`src/hw/rtl/lkv_pkg.sv`:
```
// Shared types and constants for the LRU key-value cache.
package lkv_pkg;

  // Fixed field widths of the request, response and capacity register
  localparam int KEY_W   = 16;
  localparam int VALUE_W = 32;
  localparam int CAP_W   = 4;

  // Operation codes
  localparam logic OP_GET = 1'b0;
  localparam logic OP_PUT = 1'b1;

  // Request payload
  typedef struct packed {
    logic                      opcode;
    logic [KEY_W-1:0]          key;
    logic signed [VALUE_W-1:0] value;
  } lkv_req_t;

  // Response payload
  typedef struct packed {
    logic                      hit;
    logic signed [VALUE_W-1:0] read_value;
    logic                      evicted;
  } lkv_rsp_t;

  // Commands from the controller to the datapath
  typedef struct packed {
    logic capture;
    logic cfg_write;
    logic match;
    logic update;
    logic finish;
  } lkv_cmd_t;

  // Status from the datapath to the controller
  typedef struct packed {
    logic rsp_busy;
  } lkv_sts_t;

endpackage

```
`src/hw/rtl/lru_key_value_cache.sv`:
```
// Top level of the fully associative LRU key-value cache.
//
//  channel  | signals                          | carries
//  ---------+----------------------------------+-------------------------------
//  request  | req_valid, req_ready, req        | opcode, key, value
//  response | rsp_valid, rsp_ready, rsp        | hit, read_value, evicted
//  config   | cfg_valid, cfg_ready, cfg_capacity | capacity (clears the store)
//
// Each access runs through capture, parallel key compare over all lanes, rank and
// store update with the value RAM access, then the response load.
// A new request is taken once the previous response is loaded, even while that
// response still waits for its transfer; the finish step holds while it waits.
// A capacity write clears the valid bits, ranks and fill count.
// Reset leaves capacity at 8 and the store empty; no clearing pass is needed.
module lru_key_value_cache #(
  parameter int ENTRIES    = 8,
  parameter int KEY_BITS   = 16,
  parameter int VALUE_BITS = 32
) (
  input  logic                       clk,
  input  logic                       rst,
  input  logic                       req_valid,
  output logic                       req_ready,
  input  lkv_pkg::lkv_req_t          req,
  output logic                       rsp_valid,
  input  logic                       rsp_ready,
  output lkv_pkg::lkv_rsp_t          rsp,
  input  logic                       cfg_valid,
  output logic                       cfg_ready,
  input  logic [lkv_pkg::CAP_W-1:0]  cfg_capacity
);

  import lkv_pkg::*;

  lkv_cmd_t cmd;
  lkv_sts_t sts;

  lkv_ctrl u_ctrl (
    .clk       (clk),
    .rst       (rst),
    .req_valid (req_valid),
    .req_ready (req_ready),
    .cfg_valid (cfg_valid),
    .cfg_ready (cfg_ready),
    .sts       (sts),
    .cmd       (cmd)
  );

  lkv_datapath #(
    .ENTRIES    (ENTRIES),
    .KEY_BITS   (KEY_BITS),
    .VALUE_BITS (VALUE_BITS)
  ) u_datapath (
    .clk          (clk),
    .rst          (rst),
    .req          (req),
    .cfg_capacity (cfg_capacity),
    .cmd          (cmd),
    .sts          (sts),
    .rsp_valid    (rsp_valid),
    .rsp_ready    (rsp_ready),
    .rsp          (rsp)
  );

endmodule

```
`src/hw/rtl/lkv_ram.sv`:
```
// Generic single-write, single-read RAM with registered read data.
module lkv_ram #(
  parameter int WIDTH = 32,
  parameter int DEPTH = 8
) (
  input  logic                                   clk,
  input  logic                                   we,
  input  logic [(DEPTH > 1 ? $clog2(DEPTH) : 1)-1:0] waddr,
  input  logic [WIDTH-1:0]                       wdata,
  input  logic                                   re,
  input  logic [(DEPTH > 1 ? $clog2(DEPTH) : 1)-1:0] raddr,
  output logic [WIDTH-1:0]                       rdata
);

  logic [WIDTH-1:0] mem [DEPTH];

  // Write port
  always_ff @(posedge clk) begin
    if (we) begin
      mem[waddr] <= wdata;
    end
  end

  // Registered read port, holds its data between reads
  always_ff @(posedge clk) begin
    if (re) begin
      rdata <= mem[raddr];
    end
  end

endmodule

```
`src/hw/rtl/lkv_ctrl.sv`:
```
// Sequencing state machine for the LRU key-value cache.
module lkv_ctrl (
  input  logic              clk,
  input  logic              rst,
  input  logic              req_valid,
  output logic              req_ready,
  input  logic              cfg_valid,
  output logic              cfg_ready,
  input  lkv_pkg::lkv_sts_t sts,
  output lkv_pkg::lkv_cmd_t cmd
);

  import lkv_pkg::*;

  typedef enum logic [3:0] {
    S_IDLE   = 4'b0001,
    S_MATCH  = 4'b0010,
    S_UPDATE = 4'b0100,
    S_FINISH = 4'b1000
  } state_t;

  state_t state;
  state_t state_next;
  logic   idle;

  assign idle      = (state == S_IDLE);
  // Configuration takes precedence over a request in the same cycle
  assign cfg_ready = idle;
  assign req_ready = idle && !cfg_valid;

  // Drive datapath commands
  always_comb begin
    cmd           = '0;
    cmd.capture   = req_valid && req_ready;
    cmd.cfg_write = cfg_valid && cfg_ready;
    cmd.match     = (state == S_MATCH);
    cmd.update    = (state == S_UPDATE);
    cmd.finish    = (state == S_FINISH) && !sts.rsp_busy;
  end

  // Advance one step per cycle, hold in finish while the response slot is full
  always_comb begin
    state_next = state;
    case (state)
      S_IDLE: begin
        if (req_valid && req_ready) begin
          state_next = S_MATCH;
        end
      end
      S_MATCH:  state_next = S_UPDATE;
      S_UPDATE: state_next = S_FINISH;
      S_FINISH: begin
        if (!sts.rsp_busy) begin
          state_next = S_IDLE;
        end
      end
      default:  state_next = S_IDLE;
    endcase
  end

  always_ff @(posedge clk) begin
    if (rst) begin
      state <= S_IDLE;
    end else begin
      state <= state_next;
    end
  end

  // A request transfer and a configuration transfer never coincide
  a_no_cfg_with_req: assert property (@(posedge clk) disable iff (rst)
    !(cmd.capture && cmd.cfg_write))
    else $error("request and configuration transferred together");

  // A captured request always moves on to the match step
  a_capture_to_match: assert property (@(posedge clk) disable iff (rst)
    cmd.capture |=> cmd.match)
    else $error("captured request did not reach match");

endmodule

```
`src/hw/rtl/lkv_datapath.sv`:
```
// Entry store, lane compare, recency ranks and response register.
module lkv_datapath #(
  parameter int ENTRIES    = 8,
  parameter int KEY_BITS   = 16,
  parameter int VALUE_BITS = 32
) (
  input  logic              clk,
  input  logic              rst,
  input  lkv_pkg::lkv_req_t req,
  input  logic [lkv_pkg::CAP_W-1:0] cfg_capacity,
  input  lkv_pkg::lkv_cmd_t cmd,
  output lkv_pkg::lkv_sts_t sts,
  output logic              rsp_valid,
  input  logic              rsp_ready,
  output lkv_pkg::lkv_rsp_t rsp
);

  import lkv_pkg::*;

  localparam int IDX_W    = (ENTRIES > 1) ? $clog2(ENTRIES) : 1;
  localparam int RANK_W   = IDX_W;
  localparam int FILL_W   = $clog2(ENTRIES + 1);
  localparam int KEY_WIDE = (KEY_BITS > KEY_W) ? KEY_BITS : KEY_W;

  // Request and configuration state
  lkv_req_t             req_q;
  logic [CAP_W-1:0]     capacity;

  // Per-lane entry state
  logic [ENTRIES-1:0]   valid;
  logic [KEY_BITS-1:0]  ekey [ENTRIES];
  logic [RANK_W-1:0]    rank [ENTRIES];
  logic [FILL_W-1:0]    fill;

  // Match step results
  logic [ENTRIES-1:0]   match_q;
  logic [ENTRIES-1:0]   lru_q;

  // Result flags kept for the finish step
  logic                 hit_q;
  logic                 put_q;
  logic                 evict_q;

  // Combinational helpers
  logic [KEY_WIDE-1:0]  key_wide;
  logic [KEY_BITS-1:0]  key_cut;
  logic [RANK_W-1:0]    lru_rank;
  logic [IDX_W-1:0]     hit_idx;
  logic [IDX_W-1:0]     lru_idx;
  logic [IDX_W-1:0]     target;
  logic [RANK_W-1:0]    old_rank;
  logic                 any_hit;
  logic                 is_put;
  logic [CAP_W-1:0]     eff_cap;
  logic                 room;
  logic                 ram_we;
  logic                 ram_re;
  logic [VALUE_BITS-1:0] ram_rdata;

  assign key_wide = KEY_WIDE'(req_q.key);
  assign key_cut  = key_wide[KEY_BITS-1:0];
  assign lru_rank = RANK_W'(fill - FILL_W'(1));
  assign any_hit  = |match_q;
  assign is_put   = (req_q.opcode == OP_PUT);
  assign eff_cap  = (capacity == '0) ? CAP_W'(1) : capacity;
  assign room     = (32'(fill) < 32'(eff_cap)) && (32'(fill) < ENTRIES);

  // Find the first matching lane and the first least-recent lane
  always_comb begin
    hit_idx = '0;
    lru_idx = '0;
    for (int i = ENTRIES - 1; i >= 0; i--) begin
      if (match_q[i]) begin
        hit_idx = IDX_W'(i);
      end
      if (lru_q[i]) begin
        lru_idx = IDX_W'(i);
      end
    end
  end

  // Pick the entry to touch and the rank it leaves behind
  always_comb begin
    if (any_hit) begin
      target   = hit_idx;
      old_rank = rank[hit_idx];
    end else if (room) begin
      target   = IDX_W'(fill);
      old_rank = RANK_W'(fill);
    end else begin
      target   = lru_idx;
      old_rank = rank[lru_idx];
    end
  end

  // Capture the request
  always_ff @(posedge clk) begin
    if (cmd.capture) begin
      req_q <= req;
    end
  end

  // Capacity register
  always_ff @(posedge clk) begin
    if (rst) begin
      capacity <= CAP_W'(8);
    end else if (cmd.cfg_write) begin
      capacity <= cfg_capacity;
    end
  end

  // Compare every lane in parallel
  always_ff @(posedge clk) begin
    if (rst) begin
      match_q <= '0;
      lru_q   <= '0;
    end else if (cmd.match) begin
      for (int i = 0; i < ENTRIES; i++) begin
        match_q[i] <= valid[i] && (ekey[i] == key_cut);
        lru_q[i]   <= valid[i] && (rank[i] == lru_rank);
      end
    end
  end

  // Update valid bits, ranks and fill count; clear them on a capacity write
  always_ff @(posedge clk) begin
    if (rst || cmd.cfg_write) begin
      valid <= '0;
      fill  <= '0;
      for (int i = 0; i < ENTRIES; i++) begin
        rank[i] <= '0;
      end
    end else if (cmd.update && (any_hit || is_put)) begin
      for (int i = 0; i < ENTRIES; i++) begin
        if (IDX_W'(i) == target) begin
          rank[i] <= '0;
        end else if (valid[i] && (rank[i] < old_rank)) begin
          rank[i] <= rank[i] + RANK_W'(1);
        end
      end
      if (!any_hit && room) begin
        valid[target] <= 1'b1;
        fill          <= fill + FILL_W'(1);
      end
    end
  end

  // Store the key of a newly placed entry
  always_ff @(posedge clk) begin
    if (cmd.update && is_put && !any_hit) begin
      ekey[target] <= key_cut;
    end
  end

  // Keep the result flags
  always_ff @(posedge clk) begin
    if (cmd.update) begin
      hit_q   <= any_hit;
      put_q   <= is_put;
      evict_q <= is_put && !any_hit && !room;
    end
  end

  // Value store: write on put, read on get hit
  assign ram_we = cmd.update && is_put;
  assign ram_re = cmd.update && !is_put && any_hit;

  lkv_ram #(
    .WIDTH (VALUE_BITS),
    .DEPTH (ENTRIES)
  ) u_value_ram (
    .clk   (clk),
    .we    (ram_we),
    .waddr (target),
    .wdata (req_q.value[VALUE_BITS-1:0]),
    .re    (ram_re),
    .raddr (hit_idx),
    .rdata (ram_rdata)
  );

  // Response register
  always_ff @(posedge clk) begin
    if (rst) begin
      rsp_valid <= 1'b0;
    end else if (cmd.finish) begin
      rsp_valid <= 1'b1;
    end else if (rsp_ready) begin
      rsp_valid <= 1'b0;
    end
  end

  always_ff @(posedge clk) begin
    if (cmd.finish) begin
      rsp.hit     <= hit_q;
      rsp.evicted <= evict_q;
      if (put_q) begin
        rsp.read_value <= '0;
      end else if (hit_q) begin
        rsp.read_value <= VALUE_W'($signed(ram_rdata));
      end else begin
        rsp.read_value <= '1;
      end
    end
  end

  assign sts.rsp_busy = rsp_valid && !rsp_ready;

  // The fill count never passes the number of entries
  a_fill_bound: assert property (@(posedge clk) disable iff (rst)
    32'(fill) <= ENTRIES)
    else $error("fill count beyond entry count");

  // The count of valid lanes always equals the fill count
  a_fill_matches_valid: assert property (@(posedge clk) disable iff (rst)
    $countones(valid) == 32'(fill))
    else $error("valid bits disagree with fill count");

  // Keys are unique among valid entries, so at most one lane matches
  a_single_match: assert property (@(posedge clk) disable iff (rst)
    $onehot0(match_q))
    else $error("more than one lane matched");

  // An eviction only happens with the store full (at capacity or at the entry count), so never when empty
  a_evict_when_full: assert property (@(posedge clk) disable iff (rst)
    (cmd.update && is_put && !any_hit && !room) |-> (fill != '0))
    else $error("eviction from an empty store");

endmodule
```
`config.mk`:
```
export PLATFORM = sky130hd
export DESIGN_NAME = lru_key_value_cache
export DESIGN_NICKNAME = d
export VERILOG_FILES = /design/src/hw/rtl/lkv_pkg.sv /design/src/hw/rtl/lru_key_value_cache.sv /design/src/hw/rtl/lkv_ram.sv /design/src/hw/rtl/lkv_ctrl.sv /design/src/hw/rtl/lkv_datapath.sv
export SDC_FILE = /design/constraint.sdc
export NUM_CORES = 1
export LEC_CHECK = 0
export ABC_AREA = 0
export ABC_CLOCK_PERIOD_IN_PS = 5000
export BUFFER_PORTS_ARGS = -buffer_cell sky130_fd_sc_hd__clkbuf_2
export CAP_MARGIN = 30
export CORE_ASPECT_RATIO = 0.5
export CORE_MARGIN = 4
export CORE_UTILIZATION = 40
export DETAILED_ROUTE_END_ITERATION = 10
export GPL_TIMING_DRIVEN = 0
export SLEW_MARGIN = 10
export SYNTH_ARGS = -nofsm -noshare
export SYNTH_HDL_FRONTEND = slang
export SYNTH_SLANG_ARGS = --single-unit
```
`constraint.sdc`:
```
create_clock -name clk -period 5 [get_ports clk]
set_input_delay 0.5 -clock clk [delete_from_list [all_inputs] [get_ports clk]]
set_output_delay 0.5 -clock clk [all_outputs]
set_load 0.01 [all_outputs]
```
Word-level counts from Yosys, hierarchy flattened --
Memory sizes are Yosys's and may differ from the RTL's. A register that Yosys moved wholly into a read port is not among the register bits. Cells that the tools add are included.
Storage, ports and cells: memories kept 3, word-level logic and storage cells 263, output and inout bits 37, RAM bits 408, register bits after elaboration 123, input bits 58
Operators by class: add/subtract/negate cells 10, multiplexer cells 123, magnitude comparators 12, reduce and logical (&&, ||, !) cells 53, bitwise gates (word level) 17, eq/ne operators 29
Memory list:
- u_datapath.u_value_ram.mem | words 8, width 32, rd ports 1, clocked after memory_dff 1, write ports 1, line lkv_ram.sv:15 | logic [WIDTH-1:0] mem [DEPTH];
- u_datapath.ekey | words 8, width 16, rd ports 8, clocked after memory_dff 0, write ports 1, line lkv_datapath.sv:31 | logic [KEY_BITS-1:0] ekey [ENTRIES];
- u_datapath.rank | words 8, width 3, rd ports 10, clocked after memory_dff 0, write ports 8, line lkv_datapath.sv:32 | logic [RANK_W-1:0] rank [ENTRIES];
Operators with widths (count):
- $eq 16x16->1 | 8
- $mux 3 | 36
- $mux 1 | 81
- $logic_and 1x1->1 | 39
- $mux 32 | 1
- $add 3x1->3 const B | 8
- $eq 3x3->1 | 8
- $lt 3x3->1 | 8
- $or 1x1->1 | 16
- $pmux 4 s4 | 1
- $eq 3x3->1 const A | 4
- $mux 4 | 3
- $or 8x8->8 | 1
- $reduce_or 8->1 | 1
- $eq 2x3->1 const A | 2
- $logic_not 1->1 | 6
- $add 4x1->4 const B | 1
- $eq 4x1->1 const B | 1
- $eq 4x2->1 const B | 1
- $eq 4x3->1 const B | 1
- $eq 4x4->1 const B | 1
- $logic_not 4->1 | 1
- $lt 3x4->1 const B | 1
- $lt 4x4->1 | 1
- other kinds (10) | 13

Longest topological paths before layout --
Gate-level depths: netlist of run 1. An unclocked memory read counts as a cell.
word-level depth 19, gate-level depth with buffers 14, gate-level depth less buffers 13

By module --
A second synthesis of run 1 with hierarchy kept.
Second synthesis, totals: cell total of the unflattened synthesis 1403, area, all modules 23461.3 µm²
Modules (own cells, without submodules):
- lkv_datapath | area an instance 12438.2 µm², times used 1, cells an instance 962
- lkv_ram | area an instance 10786.6 µm², times used 1, cells an instance 415
- lkv_ctrl | area an instance 236.5 µm², times used 1, cells an instance 26

Worst setup path after synthesis of run 1 --
Ideal clock, no wire load.
path kind reg-to-reg, start register u_ctrl.state[3], end register u_datapath.u_value_ram.rdata[0] (read register of u_datapath.u_value_ram.mem), enable pin, library setup time 0.468 ns, slack 0.812 ns, clock period less this slack 4.188 ns, data arrival time 3.720 ns, stages on the path, launching flop included 3, cells stage by stage dfxtp_1 > nor4b_1 > nor3b_1
On the way: cells in the longest elaborated chain, start to end 3
Ends and longest elaborated chain:
- start, declared | line lkv_ctrl.sv:22 | state_t state;
- start signal, assigned | line lkv_ctrl.sv:65 | state <= state_next;
- $eq 4x3->1 | line lkv_ctrl.sv:37 | cmd.update = (state == S_UPDATE);
- $logic_and 1x1->1 (2 in series) | line lkv_datapath.sv:166 | assign ram_re = cmd.update && !is_put && any_hit;
- net u_datapath.ram_re | line lkv_datapath.sv:57 | logic ram_re;
- end, declared | line lkv_ram.sv:12 | output logic [WIDTH-1:0] rdata
The timed path passes the listed nets, and every way through them passes these cells. A chain may end at the register's enable or synchronous reset.

==> impl_metrics.json, run 1 <==
{
  "ys_async_sr_fraction": 0,
  "dr_total_vias": 12500,
  "critical_path.max_stage_delay_ns": 0.50,
  "post-synth-top-area-cell": "sky130_fd_sc_hd__edfxtp_1",
  "clock_insertion_delay_worst_skew_ns": 0.60,
  "num_antenna_cells": 0,
  "io_buffer_count": 92,
  "globalRouteMet3Util": 0.0299,
  "start_util": 0.410,
  "grt_max_degree": 50,
  "finalWirelength_um": 55000,
  "use_met1": 0.238,
  "clk_path_buf_depth": 3,
  "synth_commonest_cells": "sky130_fd_sc_hd__edfxtp_1, sky130_fd_sc_hd__xnor2_1, sky130_fd_sc_hd__a21oi_1",
  "layout-drive-gt1-share": 0.209,
  "register_area_um2": 16500,
  "multi_input_area_um2": 6160,
  "ys_ff_latch": 563,
  "core_area_um2": 56300,
  "drc_errors": 0,
  "power.share.combinational": 0.029,
  "synthesis.area_um2": 23100,
  "via_per_instance_ratio": 5.34,
  "synth_cell_types": 70,
  "post_synth_edffs": 526,
  "cts-buffers-inserted": 50,
  "final-setup-viol-count": 0,
  "setup_tns_ns": 0,
  "first_iter_violations": 1113,
  "die_area_um2": 61800,
  "route.antenna.remaining_nets": 0,
  "wl_per_cell_um": 23.4,
  "timing.critical_path.fanout_max": 10,
  "final_max_slew_viol_count": 0,
  "syn-mean-instance-area_um2": 16.6,
  "layout.nets": 1636,
  "critical_path_rt_ns": 5.25,
  "internal_power_mw": 7.30,
  "clock_share_of_power": 0.402,
  "p_switching_mw": 1.95,
  "critical_path_class": "reg -> reg",
  "power_frac_seq": 0.569,
  "post-synth-top-count-cell": "sky130_fd_sc_hd__edfxtp_1",
  "global_route.peak_usage_layer": "met2",
  "min-delay-path-class": "in -> reg",
  "unrepaired_setup_endpoints_after_global_routing": "no",
  "critical-path-slowest-cell": "sky130_fd_sc_hd__clkdlybuf4s15_2",
  "crit_path_cell_chain": "clkbuf_1 -> nor3_1 -> o21ai_1 -> nand2_1 -> clkdlybuf4s15_2 -> clkbuf_4 -> mux4_2 -> a21o_1 -> mux2i_1 -> buf_4 -> ha_1 -> a211o_1 -> a31oi_1",
  "run_status": "finished, final reports clean",
  "tightest_slew_ns": 0.946,
  "postSynthCellCount": 1386,
  "finalClockSkew_ns": 0.0260,
  "fin_util": 0.472,
  "grt_util_met2": 0.311,
  "cts_hold_buffers": 0,
  "period_share": 0.944,
  "critPathLaunchType": "register",
  "timing.max_cap.violations": 0,
  "ir_drop_worst_case_vdd_mv": 0.252,
  "boundaryPins": 95,
  "path_delay_family": "buffers and inverters",
  "clock-root-buffer": "sky130_fd_sc_hd__clkbuf_16",
  "tritoncts_clock_tree": "yes",
  "cp-end-kind": "register",
  "gr-total-overflow": 0,
  "static-leakage-power_nw": 8.56,
  "syn-num-nets": 1465,
  "power.density_cell_area_nw_per_um2": 348,
  "cp_num_buf_inv": 4,
  "clock_sink_count": 563,
  "dieWidth_um": 348,
  "synthDominantCellAreaShare": 0.685,
  "firstDrtPassIters": 5,
  "ys_dominant_reg_cell": "sky130_fd_sc_hd__edfxtp_1",
  "yosys-top-cells-area": "sky130_fd_sc_hd__edfxtp_1, sky130_fd_sc_hd__mux4_2, sky130_fd_sc_hd__xnor2_1",
  "dp_hpwl_um": 36700,
  "final_wtd_congestion": 0.868,
  "finalWorstPathRequiredPeriod_ns": 4.72,
  "grt_antenna_before_repair": 0,
  "grt_pass1_wl_um": 83000,
  "std_cell_rows": 61,
  "fmax_ghz": 0.212,
  "critical_path_arrival_ns": 4.97,
  "grt.total_usage": 0.179,
  "final_hold_viol_count": 0,
  "cts.htree.levels": 2,
  "switching_share": 0.210,
  "cts.clk_slew.worst_paths_ns": 0.07,
  "synth-warning-count": 0,
  "max_slew_margin": 0.366,
  "seq_area_frac_synth": 0.717,
  "layout.filler_cells": 4764,
  "vias_in_the_first_global_route": 13200,
  "flow.area_growth_from_synthesis_pct": 15.1,
  "die_height_um": 178
}
cell type report:
class | instances | share of cell area
Timing Repair Buffer | 119 | 0.0332
Inverter | 59 | 0.00844
Buffer | 60 | 0.00980
Clock inverter | 25 | 0.00858
Sequential cell | 563 | 0.623
Tap cell | 756 | 0.0356
Multi-Input combinational cell | 704 | 0.232
Clock buffer | 63 | 0.0493
power groups by stage:
stage	registers, mW	logic [mW]	clock network (mW)
floorplan	5.32	0.176	0
global placement	5.36	0.259	0
detailed placement	5.37	0.269	0
CTS	5.26	0.270	3.80
global route	5.27	0.297	4.01
finish	5.26	0.268	3.72
state kept, by name, indices dropped and copies added (netlist names), 8 cells and up:
name and flops:
u_datapath.rsp 34, u_datapath.u_value_ram.mem 256, u_datapath.u_value_ram.rdata 32, u_datapath.rank 24, u_datapath.ekey 128, u_datapath.key_cut 16, u_datapath.valid 8, u_datapath.lru_q 8
u_datapath.match_q 8, u_datapath.req_q 32
through the flow:
| stage | total power [mW] | hold WS (ns) | instances | instance area (µm²) | setup WS, ns |
|---|---|---|---|---|---|
| 2_1_floorplan | 5.50 | 0.400 | 1386 | 23100 | 0.812 |
| 3_3_place_gp | 5.62 | 0.455 | 2234 | 24500 | -2.75 |
| 3_5_place_dp | 5.63 | 0.454 | 2261 | 25000 | -0.0817 |
| 4_1_cts | 9.33 | 0.0399 | 2349 | 26500 | 0.152 |
| 5_1_grt | 9.57 | 0.0463 | 2349 | 26500 | 0.0756 |
| 6_report | 9.25 | 0.0724 | 2349 | 26500 | 0.282 |
repair_timing:
| action | in CTS | in global routing |
|---|---|---|
| gates cloned | 0 | 0 |
| pin swaps | 0 | 0 |
| setup buffers | 0 | 0 |
| resized for setup | 2 | 1 |
| endpoints found under the setup margin | 9 | 9 |
kinds of logic after synthesis:
group           after synthesis  synth area share
compound gates              139            0.0391
xor+xnor                    163            0.0619
fa+ha+maj                    29            0.0150
buf+inv                     119            0.0205
flops                       563             0.717
mux                         108            0.0844
simple gates                265            0.0619
cells in the final DEF (no fill, tap or decap), drive strengths merged, types with 3 or more instances in the layout:
cell and instances:
or3 10, a211o 3, nor3 23, clkbuf 198
nand3 31, nor2 59, dfxtp 37, clkinv 20
nand4b 6, a21oi 70, edfxtp 526, a211oi 5
o211ai 4, nand4 34, nor4b 5, mux2i 10
xnor2 149, nand2b 9, o21ai 15, buf 43
and2 16, inv 61, o21a 6, mux2 32
ha 21, a32oi 3, nor2b 11, maj3 8
o31a 4, a31oi 5, mux4 66, bufinv 3
nand2 32, xor2 14, or2 6, nor4 14
worst paths after layout:
check | slack [ns] | from | to | cells after the start
setup / recovery | 0.28 | u_datapath.match_q[0] | u_datapath.rank[6][1] | 13
hold / removal | 0.07 | req[27] | u_datapath.req_q[27] | 1
setup reg to reg | 0.28 | u_datapath.match_q[0] | u_datapath.rank[6][1] | 13
hold reg to reg | 0.46 | u_datapath.evict_q | u_datapath.rsp[0] | 0
per-layer routing:
| layer | part of all wire | wire length, µm | vias to the layer above |
|---|---|---|---|
| met5 | 0 | 0 | - |
| met4 | 0.017 | 922 | 0 |
| met3 | 0.044 | 2430 | 75 |
| met2 | 0.50 | 27700 | 267 |
| met1 | 0.43 | 23900 | 6547 |
| li1 | - | - | 5660 |
(Power assumes the default switching activity.)
==> run 2, diff against run 1 <==
- ABC_CLOCK_PERIOD_IN_PS: 5000 -> 4300
- clock period: 5 -> 4.3 ns (I/O delays scaled with it)
==> run 2 against run 1 <==
Wire length hardly changed. Power is 17% higher. Hold slack worse by 0.039 ns. Combinational power rose by 27%. Utilization increased by 0.72 points. Critical path depth is the same. Register-to-register slack got worse by 0.04 ns. Die area unchanged. Flip-flop and latch count unchanged. Design area increased by 1.5%. Worst setup slack worse by 0.039 ns. Largest cell class unchanged.
==> impl_metrics.json, run 2 (synthesized netlist as in run 1, its figures left out) <==
{
  "run_status": "finished, final reports clean",
  "start_util": 0.410,
  "timing.max_cap.violations": 0,
  "mostFrequentLayoutCells": "sky130_fd_sc_hd__edfxtp_1, sky130_fd_sc_hd__xnor2_1, sky130_fd_sc_hd__clkbuf_2",
  "static-leakage-power_nw": 8.72,
  "io_buffer_count": 92,
  "finalClockSkew_ns": 0.0189,
  "post_placement_cell_area_um2": 25000,
  "final-setup-viol-count": 0,
  "rr_startpoint": "u_datapath.match_q[0]",
  "multi_input_area_um2": 6190,
  "grt.total_usage": 0.180,
  "dieWidth_um": 348,
  "timing.critical_path.fanout_max": 10,
  "min-delay-path-class": "in -> reg",
  "design_power_total_mw": 10.8,
  "period_share": 0.944,
  "max_flop_register": "u_datapath.u_value_ram.mem",
  "clock-root-buffer": "sky130_fd_sc_hd__clkbuf_16",
  "final_hold_viol_count": 0,
  "wl_per_cell_um": 23.0,
  "vias_in_the_first_global_route": 13400,
  "design_area_um2": 27000,
  "most_frequent_standard_cell_in_the_layout_excluding_fill_and_tap_cells": "sky130_fd_sc_hd__edfxtp_1",
  "firstDrtPassIters": 5,
  "critical_path_rt_ns": 4.57,
  "finalWorstPathRequiredPeriod_ns": 4.06,
  "grt_antenna_before_repair": 0,
  "first_iter_violations": 1230,
  "critical_path_class": "reg -> reg",
  "cts-buffers-inserted": 50,
  "register_area_um2": 16500,
  "power.density_cell_area_nw_per_um2": 400,
  "route.antenna.remaining_nets": 0,
  "clock_sink_count": 563,
  "cp-end-kind": "register",
  "tightest_slew_ns": 0.932,
  "ir_drop_worst_case_vdd_mv": 0.292,
  "gr-total-overflow": 0,
  "critPathLaunchType": "register",
  "hp-start": "req[39]",
  "layout.nets": 1674,
  "numPlacedInstances": 2261,
  "instances_no_fill": 2387,
  "clock_insertion_delay_worst_skew_ns": 0.59,
  "num_antenna_cells": 0,
  "grt_max_degree": 50,
  "finalWirelength_um": 55000,
  "core_area_um2": 56300,
  "tritoncts_clock_tree": "yes",
  "dp_hpwl_um": 36700,
  "cts.htree.levels": 2,
  "boundaryPins": 95,
  "clk_path_buf_depth": 3,
  "dr_total_vias": 12700,
  "max_slew_margin": 0.379,
  "top_regs": "u_datapath.u_value_ram.mem x256, u_datapath.ekey x128, u_datapath.rsp x34",
  "flow.area_growth_from_synthesis_pct": 16.9,
  "drc_errors": 0,
  "setup_tns_ns": 0,
  "unrepaired_setup_endpoints_after_global_routing": "no",
  "die_height_um": 178,
  "largest_register_ffs": 256,
  "cts.clk_slew.worst_paths_ns": 0.07,
  "final_wtd_congestion": 0.868,
  "origin_of_the_worst_setup_path": "u_datapath.match_q[0]",
  "layout.filler_cells": 4737,
  "std_cell_rows": 61,
  "grt_pass1_wl_um": 83600,
  "final_max_slew_viol_count": 0,
  "layout-drive-gt1-share": 0.208,
  "fin_util": 0.479,
  "via_per_instance_ratio": 5.34,
  "die_area_um2": 61800,
  "critical_path_arrival_ns": 4.33,
  "fmax_ghz": 0.246
}
[run 2: metal layers]
metal,part of all wire,global-route usage,wire length [µm],up-vias
met1,0.43,0.238,23700,6629
met2,0.50,0.314,27700,305
met4,0.017,0.0384,960,0
met5,0,0,0,-
met3,0.048,0.0297,2650,78
li1,-,-,-,5735
[run 2: final timing paths]
| check | to | slack [ns] | depth (start not counted) |
|---|---|---|---|
| worst max-delay path | u_datapath.rank[6][1] | 0.24 | 13 |
| worst min register to register | u_datapath.capacity[0] | 0.46 | 2 |
| worst min-delay path | u_datapath.key_cut[7] | 0.03 | 1 |
| worst max register to register | u_datapath.rank[6][1] | 0.24 | 13 |
[run 2: stage by stage]
step	setup slack [ns]	hold slack, ns
after floorplan	0.112	0.400
after global routing	0.0371	0.00539
after detailed placement	-0.782	0.454
final	0.243	0.0334
after CTS	0.0385	0.00121
after global placement	-3.45	0.455
[run 2: worst max-delay path, stage by stage, from the launching register on]
cell and delay, ns:
sky130_fd_sc_hd__dfxtp_1 0.33, sky130_fd_sc_hd__clkbuf_1 0.23, sky130_fd_sc_hd__nor3_1 0.28, sky130_fd_sc_hd__o21ai_1 0.23, sky130_fd_sc_hd__nand2_2 0.22, sky130_fd_sc_hd__buf_4 0.27
sky130_fd_sc_hd__buf_6 0.25, sky130_fd_sc_hd__mux4_2 0.33, sky130_fd_sc_hd__a21o_1 0.20, sky130_fd_sc_hd__mux2i_2 0.29, sky130_fd_sc_hd__buf_4 0.24, sky130_fd_sc_hd__ha_1 0.25
sky130_fd_sc_hd__a211o_1 0.32, sky130_fd_sc_hd__a31oi_2 0.30
[run 2: cell type report]
| class | count | area share |
|---|---|---|
| repair buffers | 157 | 0.0468 |
| well taps | 756 | 0.0351 |
| plain buffers | 60 | 0.00970 |
| flip-flops and latches | 563 | 0.613 |
| clock buffers | 63 | 0.0486 |
| multi-input cells | 704 | 0.230 |
| inverters | 59 | 0.00831 |
| clock inverters | 25 | 0.00845 |
[run 2: report_power, final]
group	switching (mW)	internal [mW]	total, mW
clock	1.98	2.35	4.32
combinational	0.191	0.150	0.341
sequential	0.0970	6.02	6.12
total	2.27	8.52	10.8
[run 2: timing repair]
| action | in CTS | in global routing |
|---|---|---|
| buffers inserted | 0 | 0 |
| gates resized for setup | 8 | 5 |
| hold buffers | 37 | 1 |
| endpoints found under the setup margin | 48 | 9 |
| hold endpoints to repair | 37 | 1 |
==> run 3, diff against run 2 <==
- SYNTH_HIERARCHICAL: default -> 1
==> run 3 against run 2 <==
Clock skew rose by 0.0096 ns. Design area grew 2.9%. Power grew 1.8%. Flip-flop and latch count did not move. Critical path depth shrank 1. Synthesized area is 1.8% higher. Synthesized cell count grew 1.2%. First-iteration DRC count decreased by 10%. Clock power increased by 6.0%. Worst setup slack lost 0.031 ns. Largest cell class unchanged.
==> impl_metrics.json, run 3 <==
{
  "grt.total_usage": 0.167,
  "syn-mean-instance-area_um2": 16.7,
  "syn-num-nets": 1482,
  "synth-simple-area-share": 0.0551,
  "cts-buffers-inserted": 51,
  "largest_register_ffs": 256,
  "synthesis.area_um2": 23500,
  "clock-root-buffer": "sky130_fd_sc_hd__clkbuf_16",
  "clk_path_buf_depth": 3,
  "finalWorstPathRequiredPeriod_ns": 4.09,
  "rr_startpoint": "u_datapath/match_q[1]",
  "cp-end-kind": "register",
  "timing.max_cap.violations": 0,
  "finalClockSkew_ns": 0.0285,
  "finalWirelength_um": 52300,
  "die_height_um": 179,
  "compound_cell_area_share_of_the_yosys_netlist": 0.0506,
  "min-delay-path-class": "in -> reg",
  "postSynthCellCount": 1403,
  "mostFrequentLayoutCells": "sky130_fd_sc_hd__edfxtp_1, sky130_fd_sc_hd__xnor2_1, sky130_fd_sc_hd__clkbuf_2",
  "timing.critical_path.fanout_max": 20,
  "post_synth_edffs": 526,
  "power_frac_seq": 0.554,
  "synth-warning-count": 6,
  "critical_path_class": "reg -> reg",
  "worst_hold_path.num_cells": 1,
  "tritoncts_clock_tree": "yes",
  "multi_input_area_um2": 6480,
  "dp_hpwl_um": 35500,
  "route.antenna.remaining_nets": 0,
  "dieWidth_um": 351,
  "top_regs": "u_datapath/u_value_ram/mem x256, u_datapath/ekey x128, u_datapath/rsp x34",
  "fmax_ghz": 0.245,
  "cts.clk_slew.worst_paths_ns": 0.06,
  "final_hold_viol_count": 0,
  "hp-start": "req[32]",
  "post_synth_adder_cell_area": 0.0149,
  "synth.area.mux_share": 0.0890,
  "setup_tns_ns": 0,
  "vias_in_the_first_global_route": 12800,
  "power.density_cell_area_nw_per_um2": 396,
  "die_area_um2": 62800,
  "ys_dominant_reg_cell": "sky130_fd_sc_hd__edfxtp_1",
  "layout-drive-gt1-share": 0.201,
  "unrepaired_setup_endpoints_after_global_routing": "yes",
  "power.share.combinational": 0.029,
  "reg2reg_depth": 12,
  "crit-reg2reg-capture": "u_datapath/u_value_ram/mem[7][16]",
  "ir_drop_worst_case_vdd_mv": 0.285,
  "hold-path-endpoint": "u_datapath/key_cut[0]",
  "ys_ff_latch": 563,
  "critical_path_rt_ns": 4.60,
  "synth_commonest_cells": "sky130_fd_sc_hd__edfxtp_1, sky130_fd_sc_hd__xnor2_1, sky130_fd_sc_hd__inv_1",
  "num_antenna_cells": 0,
  "p_switching_mw": 2.25,
  "wl_per_cell_um": 21.4,
  "synth_top_family_by_area": "multiplexers",
  "clock_sink_count": 563,
  "layout.filler_cells": 4929,
  "final-setup-viol-count": 0,
  "post-synth-top-area-cell": "sky130_fd_sc_hd__edfxtp_1",
  "grt_antenna_before_repair": 0,
  "synthDominantCellAreaShare": 0.673,
  "run_status": "finished, final reports clean",
  "switching_share": 0.205,
  "grt_max_degree": 21,
  "setup.reg_to_reg.worst_slack_ns": 0.21,
  "max_slew_margin": 0.320,
  "io_buffer_count": 94,
  "static-leakage-power_nw": 9.00,
  "ys_async_sr_fraction": 0,
  "firstDrtPassIters": 5,
  "boundaryPins": 95,
  "critPathLaunchType": "register",
  "cts.htree.levels": 2,
  "drc_errors": 0,
  "synth_cell_types": 74,
  "seq_area_frac_synth": 0.705,
  "instances_no_fill": 2447,
  "gr-total-overflow": 0,
  "flow.area_growth_from_synthesis_pct": 18.2,
  "via_per_instance_ratio": 5.22,
  "origin_of_the_worst_setup_path": "u_datapath/match_q[1]",
  "clock_insertion_delay_worst_skew_ns": 0.60,
  "grt_pass1_wl_um": 78800,
  "max_flop_register": "u_datapath/u_value_ram/mem",
  "register_area_um2": 16500,
  "final_max_slew_viol_count": 0,
  "tightest_slew_ns": 1.02,
  "synth-xor-area-share": 0.0609,
  "dr_total_vias": 12800,
  "numPlacedInstances": 2303,
  "most_frequent_standard_cell_in_the_layout_excluding_fill_and_tap_cells": "sky130_fd_sc_hd__edfxtp_1",
  "final_wtd_congestion": 0.905,
  "yosys-top-cells-area": "sky130_fd_sc_hd__edfxtp_1, sky130_fd_sc_hd__xnor2_1, sky130_fd_sc_hd__mux4_1",
  "timing.hold.ws_ns": 0.0301,
  "clock_share_of_power": 0.417,
  "post-synth-top-count-cell": "sky130_fd_sc_hd__edfxtp_1",
  "period_share": 0.951,
  "std_cell_rows": 62,
  "start_util": 0.406,
  "layout.nets": 1717,
  "first_iter_violations": 1105,
  "internal_power_mw": 8.73,
  "core_area_um2": 57700,
  "critical_path_arrival_ns": 4.38
}
==> run 3: cell count changes after synthesis, sizes merged, moves of 6 or more <==
cell    previous run  this run
nand4b             6         0
inv               59        71
o31ai              2         9
nor2b             11         4
a211oi             5        18
nor3              23         9
nand2b             9        21
nand4             34        40
o211ai             4        13
nor4              14        22
nand3             31        15
or3               10         2
==> run 3: layout make-up <==
type,instances,share of cell area
buffer,62,0.0114
tap,768,0.0347
clock buffer,62,0.0494
multi-input combinational,707,0.234
clock inverter,32,0.0116
timing repair buffer,182,0.0532
sequential,563,0.596
inverter,71,0.00961
==> run 3: worst max-delay path by stage <==
| stage | to | slack, ns | depth (start not counted) |
|---|---|---|---|
| final | u_datapath/u_value_ram/mem[7][16] | 0.21 | 12 |
| after detailed placement | u_datapath/u_value_ram/mem[2][13] | 0.14 | 12 |
| after global placement | u_datapath/u_value_ram/rdata[19] | -2.14 | 5 |
| after global routing | u_datapath/u_value_ram/mem[3][4] | -0.13 | 12 |
| after floorplan | u_datapath/ekey[4][0] | 0.35 | 10 |
| after CTS | u_datapath/u_value_ram/mem[3][4] | 0.14 | 12 |
==> run 3: critical path: stages, from the launching register on <==
cell and delay, ns:
sky130_fd_sc_hd__dfxtp_1 0.29, sky130_fd_sc_hd__clkbuf_1 0.19, sky130_fd_sc_hd__nor2_1 0.17, sky130_fd_sc_hd__nand2_1 0.16
sky130_fd_sc_hd__nor2_1 0.45, sky130_fd_sc_hd__inv_2 0.20, sky130_fd_sc_hd__a211oi_1 0.29, sky130_fd_sc_hd__nor2_1 0.16
sky130_fd_sc_hd__inv_1 0.09, sky130_fd_sc_hd__clkbuf_1 0.64, sky130_fd_sc_hd__nand2_1 0.33, sky130_fd_sc_hd__nor2_4 0.55
sky130_fd_sc_hd__buf_12 0.26
==> run 3: timing repair <==
| item | in CTS | in global routing |
|---|---|---|
| hold buffers | 40 | 0 |
| hold endpoints to repair | 40 | 0 |
| buffers inserted | 0 | 9 |
| setup endpoints to repair | 0 | 149 |
| resized for setup | 0 | 3 |
==> run 3: power by group through the flow <==
stage | registers [mW] | logic [mW] | clock network (mW)
floorplan | 6.16 | 0.191 | 0
global placement | 6.20 | 0.279 | 0
detailed placement | 6.20 | 0.292 | 0
CTS | 6.08 | 0.322 | 4.71
global route | 6.09 | 0.355 | 4.95
finish | 6.08 | 0.321 | 4.58
==> run 3: cell families after synthesis <==
group / after synthesis
AO/OA/AOI/OAI: 174
adder cells (fa/ha/maj): 29
AND/OR/NAND/NOR: 235
multiplexers: 106
buffers and inverters: 133
flip-flops: 563
XOR/XNOR: 163
==> run 3: per-stage QoR <==
stage | utilization | instance area (µm²) | setup slack (ns) | total power [mW]
floorplan | - | 23500 | 0.348 | 6.35
global placement | 0.432 | 24900 | -2.14 | 6.48
detailed placement | 0.442 | 25500 | 0.143 | 6.49
CTS | 0.478 | 27600 | 0.139 | 11.1
global route | 0.480 | 27700 | -0.129 | 11.4
finish | 0.480 | 27700 | 0.212 | 11.0
==> run 3: layer usage <==
layer  part of all wire  vias up  GRT usage
met5                  0        -          0
met4              0.023        0     0.0433
met3              0.048       76     0.0277
li1                   -     5933          -
met2               0.48      291      0.282
met1               0.45     6475      0.228
